`src/rtl/core/mau_pkg.sv`:
```
// Package for the modular arithmetic unit: widths, opcodes, status codes,
// payload structs and sequencer states. No dependencies.
`default_nettype none
package mau_pkg;
   localparam int unsigned WIDTH = 32;
   localparam int unsigned CNT_W = $clog2(WIDTH + 1);

   typedef enum logic [2:0] {
      OP_REDUCE = 3'd0, OP_NEGATE = 3'd1, OP_ADD = 3'd2, OP_SUB = 3'd3,
      OP_MUL = 3'd4, OP_INV = 3'd5, OP_POW = 3'd6, OP_NONE = 3'd7
   } op_type;

   typedef enum logic [1:0] {
      ST_OK = 2'd0, ST_INV_ZERO = 2'd1, ST_NOT_COPRIME = 2'd2, ST_RSVD = 2'd3
   } status_type;

   typedef struct packed {
      logic [2:0] operation;
      logic signed [31:0] operand_a;
      logic signed [31:0] operand_b;
   } req_type;

   typedef struct packed {
      logic [31:0] residue;
      logic [1:0]  status;
   } rsp_type;

   typedef enum logic [4:0] {
      S_IDLE, S_RED_A, S_RED_B, S_DISPATCH, S_MUL_RUN, S_POW_STEP, S_POW_MUL,
      S_POW_SQ, S_INV_DIV, S_INV_QMOD, S_INV_MUL, S_INV_UPD, S_INV_END, S_DONE
   } state_type;

   localparam logic [CNT_W-1:0] CNT_FULL = CNT_W'(WIDTH);
endpackage
`default_nettype wire

```
`src/rtl/core/mau_divider.sv`:
```
// Restoring shift-subtract divider, one quotient bit per cycle.
// Depends on mau_pkg.
`default_nettype none
module mau_divider (
   input  wire logic                        clock,
   input  wire logic                        reset,
   input  wire logic                        go,
   input  wire logic [mau_pkg::WIDTH-1:0]   dividend,
   input  wire logic [mau_pkg::WIDTH-1:0]   divisor,
   output logic                             done,
   output logic [mau_pkg::WIDTH-1:0]        quotient,
   output logic [mau_pkg::WIDTH-1:0]        remainder
);
   import mau_pkg::*;
   logic [WIDTH-1:0] q_ff, q_in, r_ff, r_in, d_ff, d_in;
   logic [CNT_W-1:0] cnt_ff, cnt_in;
   logic             run_ff, run_in, done_ff, done_in;
   logic [WIDTH:0]   trial;

   always_comb begin
      q_in = q_ff; r_in = r_ff; d_in = d_ff;
      cnt_in = cnt_ff; run_in = run_ff; done_in = 1'b0;
      trial = {r_ff, q_ff[WIDTH-1]};
      if (go) begin
         q_in = dividend; r_in = '0; d_in = divisor;
         cnt_in = CNT_FULL; run_in = 1'b1;
      end else if (run_ff) begin
         // shift one dividend bit in, subtract when it fits
         if (trial >= {1'b0, d_ff}) begin
            r_in = WIDTH'(trial - {1'b0, d_ff});
            q_in = {q_ff[WIDTH-2:0], 1'b1};
         end else begin
            r_in = trial[WIDTH-1:0];
            q_in = {q_ff[WIDTH-2:0], 1'b0};
         end
         cnt_in = cnt_ff - 1'b1;
         if (cnt_ff == CNT_W'(1)) begin
            run_in = 1'b0; done_in = 1'b1;
         end
      end
   end

   always_ff @(posedge clock) begin
      q_ff <= q_in; r_ff <= r_in; d_ff <= d_in; cnt_ff <= cnt_in;
      if (reset) begin
         run_ff <= 1'b0; done_ff <= 1'b0;
      end else begin
         run_ff <= run_in; done_ff <= done_in;
      end
   end

   assign done = done_ff;
   assign quotient = q_ff;
   assign remainder = r_ff;
endmodule
`default_nettype wire

```
`src/rtl/core/mau_mulmod.sv`:
```
// Shift-add modular multiplier, one multiplier bit per cycle, MSB first.
// Depends on mau_pkg. Inputs must already lie below the modulus.
`default_nettype none
module mau_mulmod (
   input  wire logic                        clock,
   input  wire logic                        reset,
   input  wire logic                        go,
   input  wire logic [mau_pkg::WIDTH-1:0]   x,
   input  wire logic [mau_pkg::WIDTH-1:0]   y,
   input  wire logic [mau_pkg::WIDTH-1:0]   m,
   output logic                             done,
   output logic [mau_pkg::WIDTH-1:0]        product
);
   import mau_pkg::*;
   logic [WIDTH-1:0] acc_ff, acc_in, x_ff, x_in, y_ff, y_in, m_ff, m_in;
   logic [CNT_W-1:0] cnt_ff, cnt_in;
   logic             run_ff, run_in, done_ff, done_in;
   logic [WIDTH:0]   dbl, dblr, sum;
   logic [WIDTH-1:0] dred;

   always_comb begin
      acc_in = acc_ff; x_in = x_ff; y_in = y_ff; m_in = m_ff;
      cnt_in = cnt_ff; run_in = run_ff; done_in = 1'b0;
      dbl  = {acc_ff, 1'b0};
      dblr = (dbl >= {1'b0, m_ff}) ? dbl - {1'b0, m_ff} : dbl;
      dred = dblr[WIDTH-1:0];
      sum  = {1'b0, dred} + {1'b0, x_ff};
      if (go) begin
         acc_in = '0; x_in = x; y_in = y; m_in = m;
         cnt_in = CNT_FULL; run_in = 1'b1;
      end else if (run_ff) begin
         // double, then add the multiplicand when the top bit is set
         if (y_ff[WIDTH-1])
            acc_in = (sum >= {1'b0, m_ff}) ? WIDTH'(sum - {1'b0, m_ff}) : sum[WIDTH-1:0];
         else
            acc_in = dred;
         y_in = {y_ff[WIDTH-2:0], 1'b0};
         cnt_in = cnt_ff - 1'b1;
         if (cnt_ff == CNT_W'(1)) begin
            run_in = 1'b0; done_in = 1'b1;
         end
      end
   end

   always_ff @(posedge clock) begin
      acc_ff <= acc_in; x_ff <= x_in; y_ff <= y_in; m_ff <= m_in;
      cnt_ff <= cnt_in;
      if (reset) begin
         run_ff <= 1'b0; done_ff <= 1'b0;
      end else begin
         run_ff <= run_in; done_ff <= done_in;
      end
   end

   assign done = done_ff;
   assign product = acc_ff;
endmodule
`default_nettype wire

```
`src/rtl/core/modular_arithmetic_unit.sv`:
```
// Modular ALU: reduce, negate, add, subtract, multiply, inverse, power.
// Reduce/negate/add/sub run two divides (reducing a and b) from accept to strobe;
// multiply adds one multiply; power adds up to 62 multiplies on the shared multiplier;
// inverse adds two divides and a multiply per Euclid step. One item at a time; busy
// stays high through the result strobe. Reset clears control, sets modulus to 1.
// Depends on mau_pkg, mau_divider, mau_mulmod.
`default_nettype none
module modular_arithmetic_unit (
   input  wire logic               clock,
   input  wire logic               reset,
   input  wire logic               start,
   output logic                    busy,
   input  wire mau_pkg::req_type   req_data,
   output logic                    rsp_valid,
   output mau_pkg::rsp_type        rsp_data,
   input  wire logic               psel,
   input  wire logic               penable,
   input  wire logic               pwrite,
   input  wire logic [1:0]         paddr,
   input  wire logic [31:0]        pwdata,
   output logic [31:0]             prdata,
   output logic                    pready
);
   import mau_pkg::*;

   localparam logic [1:0] ADDR_MODULUS = 2'd0;

   // Configuration register
   logic [31:0] modulus_ff;
   logic        csr_wr;
   assign csr_wr = psel & penable & pwrite & pready;
   assign pready = 1'b1;
   assign prdata = (paddr == ADDR_MODULUS) ? modulus_ff : 32'd0;

   always_ff @(posedge clock) begin
      if (reset) modulus_ff <= 32'd1;
      else if (csr_wr && paddr == ADDR_MODULUS) modulus_ff <= pwdata;
   end

   // Sequencer state and working registers
   state_type        state_ff, state_in;
   logic [2:0]       op_ff, op_in;
   logic [WIDTH-1:0] m_ff, m_in, a_ff, a_in, b_ff, b_in;
   logic [WIDTH-1:0] rawa_ff, rawa_in, rawb_ff, rawb_in;
   logic [WIDTH-1:0] acc_ff, acc_in, e_ff, e_in;
   logic [WIDTH-1:0] r0_ff, r0_in, r1_ff, r1_in, t0_ff, t0_in, t1_ff, t1_in;
   logic [WIDTH-1:0] q_ff, q_in, nr_ff, nr_in;
   logic [WIDTH-1:0] res_ff, res_in;
   logic [1:0]       st_ff, st_in;
   logic             ina_neg;

   // Shared divider and multiplier control
   logic             div_go, div_done, mul_go, mul_done;
   logic [WIDTH-1:0] div_n, div_d, div_q, div_r, mul_x, mul_y, mul_p;
   logic [WIDTH-1:0] mag_a, mag_b, one_m;
   logic [WIDTH:0]   s_add;
   logic [WIDTH-1:0] v_add, v_sub, v_neg;

   mau_divider u_div (
      .clock(clock), .reset(reset), .go(div_go), .dividend(div_n),
      .divisor(div_d), .done(div_done), .quotient(div_q), .remainder(div_r)
   );
   mau_mulmod u_mul (
      .clock(clock), .reset(reset), .go(mul_go), .x(mul_x), .y(mul_y),
      .m(m_ff), .done(mul_done), .product(mul_p)
   );

   assign mag_a = rawa_ff[WIDTH-1] ? WIDTH'(-rawa_ff) : rawa_ff;
   assign mag_b = rawb_ff[WIDTH-1] ? WIDTH'(-rawb_ff) : rawb_ff;
   assign one_m = (m_ff == WIDTH'(1)) ? '0 : WIDTH'(1);
   assign s_add = {1'b0, a_ff} + {1'b0, b_ff};
   assign v_add = (s_add >= {1'b0, m_ff}) ? WIDTH'(s_add - {1'b0, m_ff}) : s_add[WIDTH-1:0];
   assign v_sub = (a_ff >= b_ff) ? a_ff - b_ff : a_ff + (m_ff - b_ff);
   assign v_neg = (a_ff == '0) ? '0 : m_ff - a_ff;
   assign ina_neg = rawa_ff[WIDTH-1];

   // Next state
   always_comb begin
      state_in = state_ff;
      unique case (state_ff)
         S_IDLE:     if (start) state_in = S_RED_A;
         S_RED_A:    if (div_done) state_in = S_RED_B;
         S_RED_B:    if (div_done) state_in = S_DISPATCH;
         S_DISPATCH: begin
            unique case (op_type'(op_ff))
               OP_MUL:  state_in = S_MUL_RUN;
               OP_POW:  state_in = S_POW_STEP;
               OP_INV:  state_in = (rawa_ff == '0) ? S_DONE : S_INV_DIV;
               default: state_in = S_DONE;
            endcase
         end
         S_MUL_RUN:  if (mul_done) state_in = S_DONE;
         S_POW_STEP: begin
            if (e_ff == '0) state_in = S_DONE;
            else if (e_ff[0]) state_in = S_POW_MUL;
            else state_in = S_POW_SQ;
         end
         S_POW_MUL:  if (mul_done) state_in = S_POW_SQ;
         S_POW_SQ:   if (mul_done) state_in = S_POW_STEP;
         S_INV_DIV:  if (r1_ff == '0) state_in = S_INV_END;
                     else if (div_done) state_in = S_INV_QMOD;
         S_INV_QMOD: if (div_done) state_in = S_INV_MUL;
         S_INV_MUL:  if (mul_done) state_in = S_INV_UPD;
         S_INV_UPD:  state_in = S_INV_DIV;
         S_INV_END:  state_in = S_DONE;
         S_DONE:     state_in = S_IDLE;
         default:    state_in = S_IDLE;
      endcase
   end

   // Unit launches: fire on the cycle a state is entered
   logic enter;
   state_type prev_ff;
   assign enter = (state_ff != prev_ff);

   always_comb begin
      div_go = 1'b0; div_n = mag_a; div_d = m_ff;
      mul_go = 1'b0; mul_x = a_ff; mul_y = b_ff;
      unique case (state_ff)
         S_RED_A:    begin div_go = enter; div_n = mag_a; end
         S_RED_B:    begin div_go = enter; div_n = mag_b; end
         S_MUL_RUN:  mul_go = enter;
         // power keeps its running base in a
         S_POW_MUL:  begin mul_go = enter; mul_x = acc_ff; mul_y = a_ff; end
         S_POW_SQ:   begin mul_go = enter; mul_x = a_ff; mul_y = a_ff; end
         S_INV_DIV:  begin div_go = enter && r1_ff != '0; div_n = r0_ff; div_d = r1_ff; end
         S_INV_QMOD: begin div_go = enter; div_n = q_ff; div_d = m_ff; end
         S_INV_MUL:  begin mul_go = enter; mul_x = q_ff; mul_y = t1_ff; end
         default: ;
      endcase
   end

   // Datapath registers
   always_comb begin
      op_in = op_ff; m_in = m_ff; a_in = a_ff; b_in = b_ff;
      rawa_in = rawa_ff; rawb_in = rawb_ff; acc_in = acc_ff; e_in = e_ff;
      r0_in = r0_ff; r1_in = r1_ff; t0_in = t0_ff; t1_in = t1_ff;
      q_in = q_ff; nr_in = nr_ff; res_in = res_ff; st_in = st_ff;
      unique case (state_ff)
         S_IDLE: if (start) begin
            op_in = req_data.operation;
            rawa_in = req_data.operand_a; rawb_in = req_data.operand_b;
            // zero modulus acts as one
            m_in = (modulus_ff == '0) ? WIDTH'(1) : modulus_ff;
         end
         S_RED_A: if (div_done)
            a_in = (ina_neg && div_r != '0) ? m_ff - div_r : div_r;
         S_RED_B: if (div_done)
            b_in = (rawb_ff[WIDTH-1] && div_r != '0) ? m_ff - div_r : div_r;
         S_DISPATCH: begin
            res_in = '0; st_in = ST_OK;
            acc_in = one_m;
            e_in = rawb_ff[WIDTH-1] ? '0 : rawb_ff;
            // inverse runs on |a| mod m
            r0_in = m_ff; r1_in = ina_neg ? v_neg : a_ff; t0_in = '0; t1_in = one_m;
            unique case (op_type'(op_ff))
               OP_REDUCE: res_in = a_ff;
               OP_NEGATE: res_in = v_neg;
               OP_ADD:    res_in = v_add;
               OP_SUB:    res_in = v_sub;
               OP_INV:    if (rawa_ff == '0) st_in = ST_INV_ZERO;
               default: ;
            endcase
         end
         S_MUL_RUN:  if (mul_done) res_in = mul_p;
         S_POW_STEP: begin
            if (e_ff == '0) res_in = acc_ff;
            e_in = e_ff;
         end
         S_POW_MUL:  if (mul_done) acc_in = mul_p;
         S_POW_SQ:   if (mul_done) begin a_in = mul_p; e_in = e_ff >> 1; end
         S_INV_DIV:  if (div_done) begin q_in = div_q; nr_in = div_r; end
         S_INV_QMOD: if (div_done) q_in = div_r;
         S_INV_MUL:  if (mul_done) q_in = mul_p;
         S_INV_UPD: begin
            // t_new = t0 - q*t1 mod m
            t1_in = (t0_ff >= q_ff) ? t0_ff - q_ff : t0_ff + (m_ff - q_ff);
            t0_in = t1_ff; r0_in = r1_ff; r1_in = nr_ff;
         end
         S_INV_END: begin
            if (r0_ff != WIDTH'(1)) begin
               st_in = ST_NOT_COPRIME; res_in = '0;
            end else if (ina_neg) res_in = (t0_ff == '0) ? '0 : m_ff - t0_ff;
            else res_in = t0_ff;
         end
         default: ;
      endcase
   end

   always_ff @(posedge clock) begin
      op_ff <= op_in; m_ff <= m_in; a_ff <= a_in; b_ff <= b_in;
      rawa_ff <= rawa_in; rawb_ff <= rawb_in; acc_ff <= acc_in; e_ff <= e_in;
      r0_ff <= r0_in; r1_ff <= r1_in; t0_ff <= t0_in; t1_ff <= t1_in;
      q_ff <= q_in; nr_ff <= nr_in; res_ff <= res_in; st_ff <= st_in;
      if (reset) begin
         state_ff <= S_IDLE; prev_ff <= S_IDLE;
      end else begin
         state_ff <= state_in; prev_ff <= state_ff;
      end
   end

   // Outputs: one-cycle result beat in S_DONE
   always_comb begin
      busy = (state_ff != S_IDLE);
      rsp_valid = (state_ff == S_DONE);
      rsp_data.residue = res_ff;
      rsp_data.status = st_ff;
   end
endmodule
`default_nettype wire

```
`config.mk`:
```
export PLATFORM = sky130hd
export DESIGN_NAME = modular_arithmetic_unit
export DESIGN_NICKNAME = d
export VERILOG_FILES = /design/src/rtl/core/mau_pkg.sv /design/src/rtl/core/mau_divider.sv /design/src/rtl/core/mau_mulmod.sv /design/src/rtl/core/modular_arithmetic_unit.sv
export SDC_FILE = /design/constraint.sdc
export NUM_CORES = 2
export LEC_CHECK = 0
export BUFFER_PORTS_ARGS = -buffer_cell sky130_fd_sc_hd__buf_2
export CAP_MARGIN = 20
export CORE_ASPECT_RATIO = 1.5
export CORE_MARGIN = 3
export CORE_UTILIZATION = 30
export CTS_CLUSTER_DIAMETER = 200
export CTS_CLUSTER_SIZE = 40
export DETAILED_ROUTE_END_ITERATION = 10
export PLACE_DENSITY = 0.5
export RECOVER_POWER = 50
export SYNTH_ARGS = -nofsm -noshare
export SYNTH_HDL_FRONTEND = slang
export SYNTH_SLANG_ARGS = --single-unit
```
`constraint.sdc`:
```
create_clock -name clock -period 18.4 [get_ports clock]
set_input_delay 2.76 -clock clock [delete_from_list [all_inputs] [get_ports clock]]
set_output_delay 2.76 -clock clock [all_outputs]
set_load 0.01 [all_outputs]
```
==> flow_summary.ini <==
[power_and_ir_drop]
p_leak_nw = 24.0
ir_worst_vdd_uv = 157
power_density_mw_per_mm2 = 173
p_switching_w = 0.00543
total_power_w = 0.0106
internal_power_w = 0.00516
power_frac_clock = 0.078
switching_share = 0.513
sequentialPowerShare = 0.243
comb_power_share = 0.679

[worst_setup_path]
crit_required_ns = 18.97
cp.arrival_ns = 10.48
worst_setup_path_end_kind = register
slowest_stage = o32ai_1
critPathMaxFanout = 56
critical_path_class = register to register
worst_setup_path_start_kind = register
max_stage_delay_ns = 0.56

[logic_synthesis]
syn_area_mm2 = 0.0568
syn-num-nets = 6964
synth-edff-count = 612
postSynthCellCount = 6367
ys_seq_area_frac = 0.366
synth_flop_cell = edfxtp_1
async_flop_share = 0
ys_types = 90
syn_area_per_cell_um2 = 8.92
yosys_warnings = 0
synth_seq_cells = 732

[outcome]
violations = max-capacitance violations, max-slew violations
status = finished, violations left

[worst_hold_path]
hold_class = register to register

[sta]
rsz0062_at_grt = no
max_freq_mhz = 101
worstMarginPinSlew_ns = 4.10
slew_headroom = -1.74
fin_crit_ns = 9.92
finalMaxSlewViolations = 885
hold_viol_final = 0
finalCritPeriodShare = 0.539
finalSetupViolations = 0
tns_ns = 0
worst_slack_ns = 8.48
fin_skew_ns = 0.0552

[clocking]
clock-root-buffer = clkbuf_16
cts_tree = yes
numCtsBuffers = 22
path_clk_slew_ns = 0.19
post_cts_resize_count = 0
htree_num_levels = 1
clk_latency_ns = 0.72
cts_max_path_buffers = 3
cts.sinks = 732
cts_hold_buf = 0
post-cts-setup-buffer-count = 0

[detailed_routing]
wire_per_inst_um = 28.0
drt_first_pass_iters = 6
drc = 0
wl_um = 248000
antenna_left = 0
drt_iter0_markers = 5037
vias = 50375
via_per_inst = 5.68

[cells_and_area]
fin_nets = 6978
drive_gt1_frac = 0.0600
multi_input_area_mm2 = 0.0331
ff_latch_area_mm2 = 0.0208
finalNonFillerCells = 8865
fin_util = 0.325
num-fill-cells = 19754
area_growth_pct = 7.77

[global_routing]
grt_pass1_vias = 50257
grt_max_degree = 135
track_usage = 0.246
grt_antenna_before_repair = 16
grt_pass1_wl_um = 350000
gr-total-overflow = 0

[placed_design]
numPortBuffers = 174
place_hpwl_um = 197000
gp_congestion = 1.02
dp_slack_ns = 8.58
placedCellCount = 8817

[die]
rows = 195
die_area_mm2 = 0.195
fp.dieW_um = 361
die_h_um = 539
start_util = 0.302
io_pins = 176
coreArea_mm2 = 0.188

[job]
drv_cap = 27
-- worst max-delay path: cells and delay by family, from the launching register on --
| kind | cells | cell delay, ns |
|---|---|---|
| AO/OA/AOI/OAI | 19 | 5.46 |
| buffers and inverters | 5 | 1.35 |
| adder cells (fa/ha/maj) | 3 | 0.96 |
| multiplexers | 3 | 0.92 |
| AND/OR/NAND/NOR | 3 | 0.42 |
| flip-flops | 1 | 0.39 |
| XOR/XNOR | 1 | 0.18 |
-- registers in the layout (all words and copies together) (netlist names), 32 cells and up --
register and count:
a_ff 32, acc_ff 32, b_ff 32, m_ff 32
modulus_ff 32, nr_ff 32, q_ff 32, r0_ff 32
r1_ff 32, rawa_ff 32, rawb_ff 32, res_ff 32
t0_ff 32, t1_ff 32, u_div.d_ff 32, u_div.quotient 32
u_div.remainder 32, u_mul.m_ff 32, u_mul.product 32, u_mul.x_ff 32
u_mul.y_ff 32
-- cells in the mapped netlist, types with 54 or more instances --
master    number  area (µm²)
a211oi_1      84         631
and2_1       117         732
mux2i_1       96         961
nor2b_1       64         400
dfxtp_1      120        2400
a21oi_1      471        2360
o21ai_0      445        2230
nand2_1      719        2700
clkbuf_1     272        1020
nor3_1       121         606
a21o_1       147        1100
o22ai_1       54         338
a31oi_1       77         482
o21a_1        72         541
ha_1         417        5220
edfxtp_1     612       18400
a222oi_1      55         551
xnor2_1      251        2200
o21bai_1      54         405
fa_1          73        1460
nor2_1       413        1550
inv_1        494        1850
nand3_1       88         440
a22oi_1       79         593
nor4_1        89         557
nand2b_1      63         394
xor2_1       167        1460
nand4_1       61         382
-- stage by stage --
stage,hold WS (ns),instance area [µm²]
4_1_cts,0.499,61400
2_1_floorplan,0.406,56800
6_report,0.474,61200
3_3_place_gp,0.465,60700
3_5_place_dp,0.469,60700
5_1_grt,0.515,61200
-- cell type report --
type                       count  area share
sequential                   732       0.340
clock buffer                  38      0.0107
inverter                     496      0.0304
tap                         2462      0.0503
antenna                        6    0.000245
timing repair buffer         301      0.0269
multi-input combinational   4828       0.542
clock inverter                 2    0.000450
-- worst paths after layout --
path                  startpoint                end  slack (ns)  cells after the start
setup reg to reg   u_mul.m_ff[1]  u_mul.product[20]        8.48                     34
setup / recovery   u_mul.m_ff[1]  u_mul.product[20]        8.48                     34
hold reg to reg   modulus_ff[18]           m_ff[18]        0.47                      0
hold / removal    modulus_ff[18]           m_ff[18]        0.47                      0
-- layer usage --
metal | track usage | part of all wire
met5 | 0 | 0.00046
met4 | 0.165 | 0.081
met3 | 0.0308 | 0.064
met2 | 0.422 | 0.48
met1 | 0.286 | 0.38
-- cells in the final DEF (no fill, tap or decap), drive strengths merged, types with 84 or more instances in the layout --
master  instances
nand2         719
edfxtp        612
inv           495
a21oi         471
o21ai         450
ha            417
nor2          413
xnor2         251
buf           243
xor2          167
a21o          147
nor3          121
dfxtp         120
and2          118
mux2i          96
clkbuf         96
nor4           89
nand3          88
a211oi         84
-- power by group through the flow --
stage                     Clock, W  Combinational [W]  Sequential, W
after floorplan                  0            0.00500        0.00248
after detailed placement         0            0.00710        0.00260
final                     0.000825            0.00719        0.00258
after global routing      0.000893            0.00787        0.00261
after CTS                 0.000849            0.00714        0.00256
after global placement           0            0.00711        0.00259
-- logic make-up (layout without fill, tap and decap cells) --
kind of cell / count (synthesis) / after routing / share of synthesized area
fa+ha+maj: 490 / 490 / 0.118
xor+xnor: 418 / 418 / 0.0645
buf+inv: 807 / 837 / 0.0544
flops: 732 / 732 / 0.366
mux: 129 / 129 / 0.0235
simple gates: 1899 / 1899 / 0.158
compound gates: 1891 / 1891 / 0.217
other cells: 1 / 7 / 0.0000660
Power figures use the tool's default switching activity.
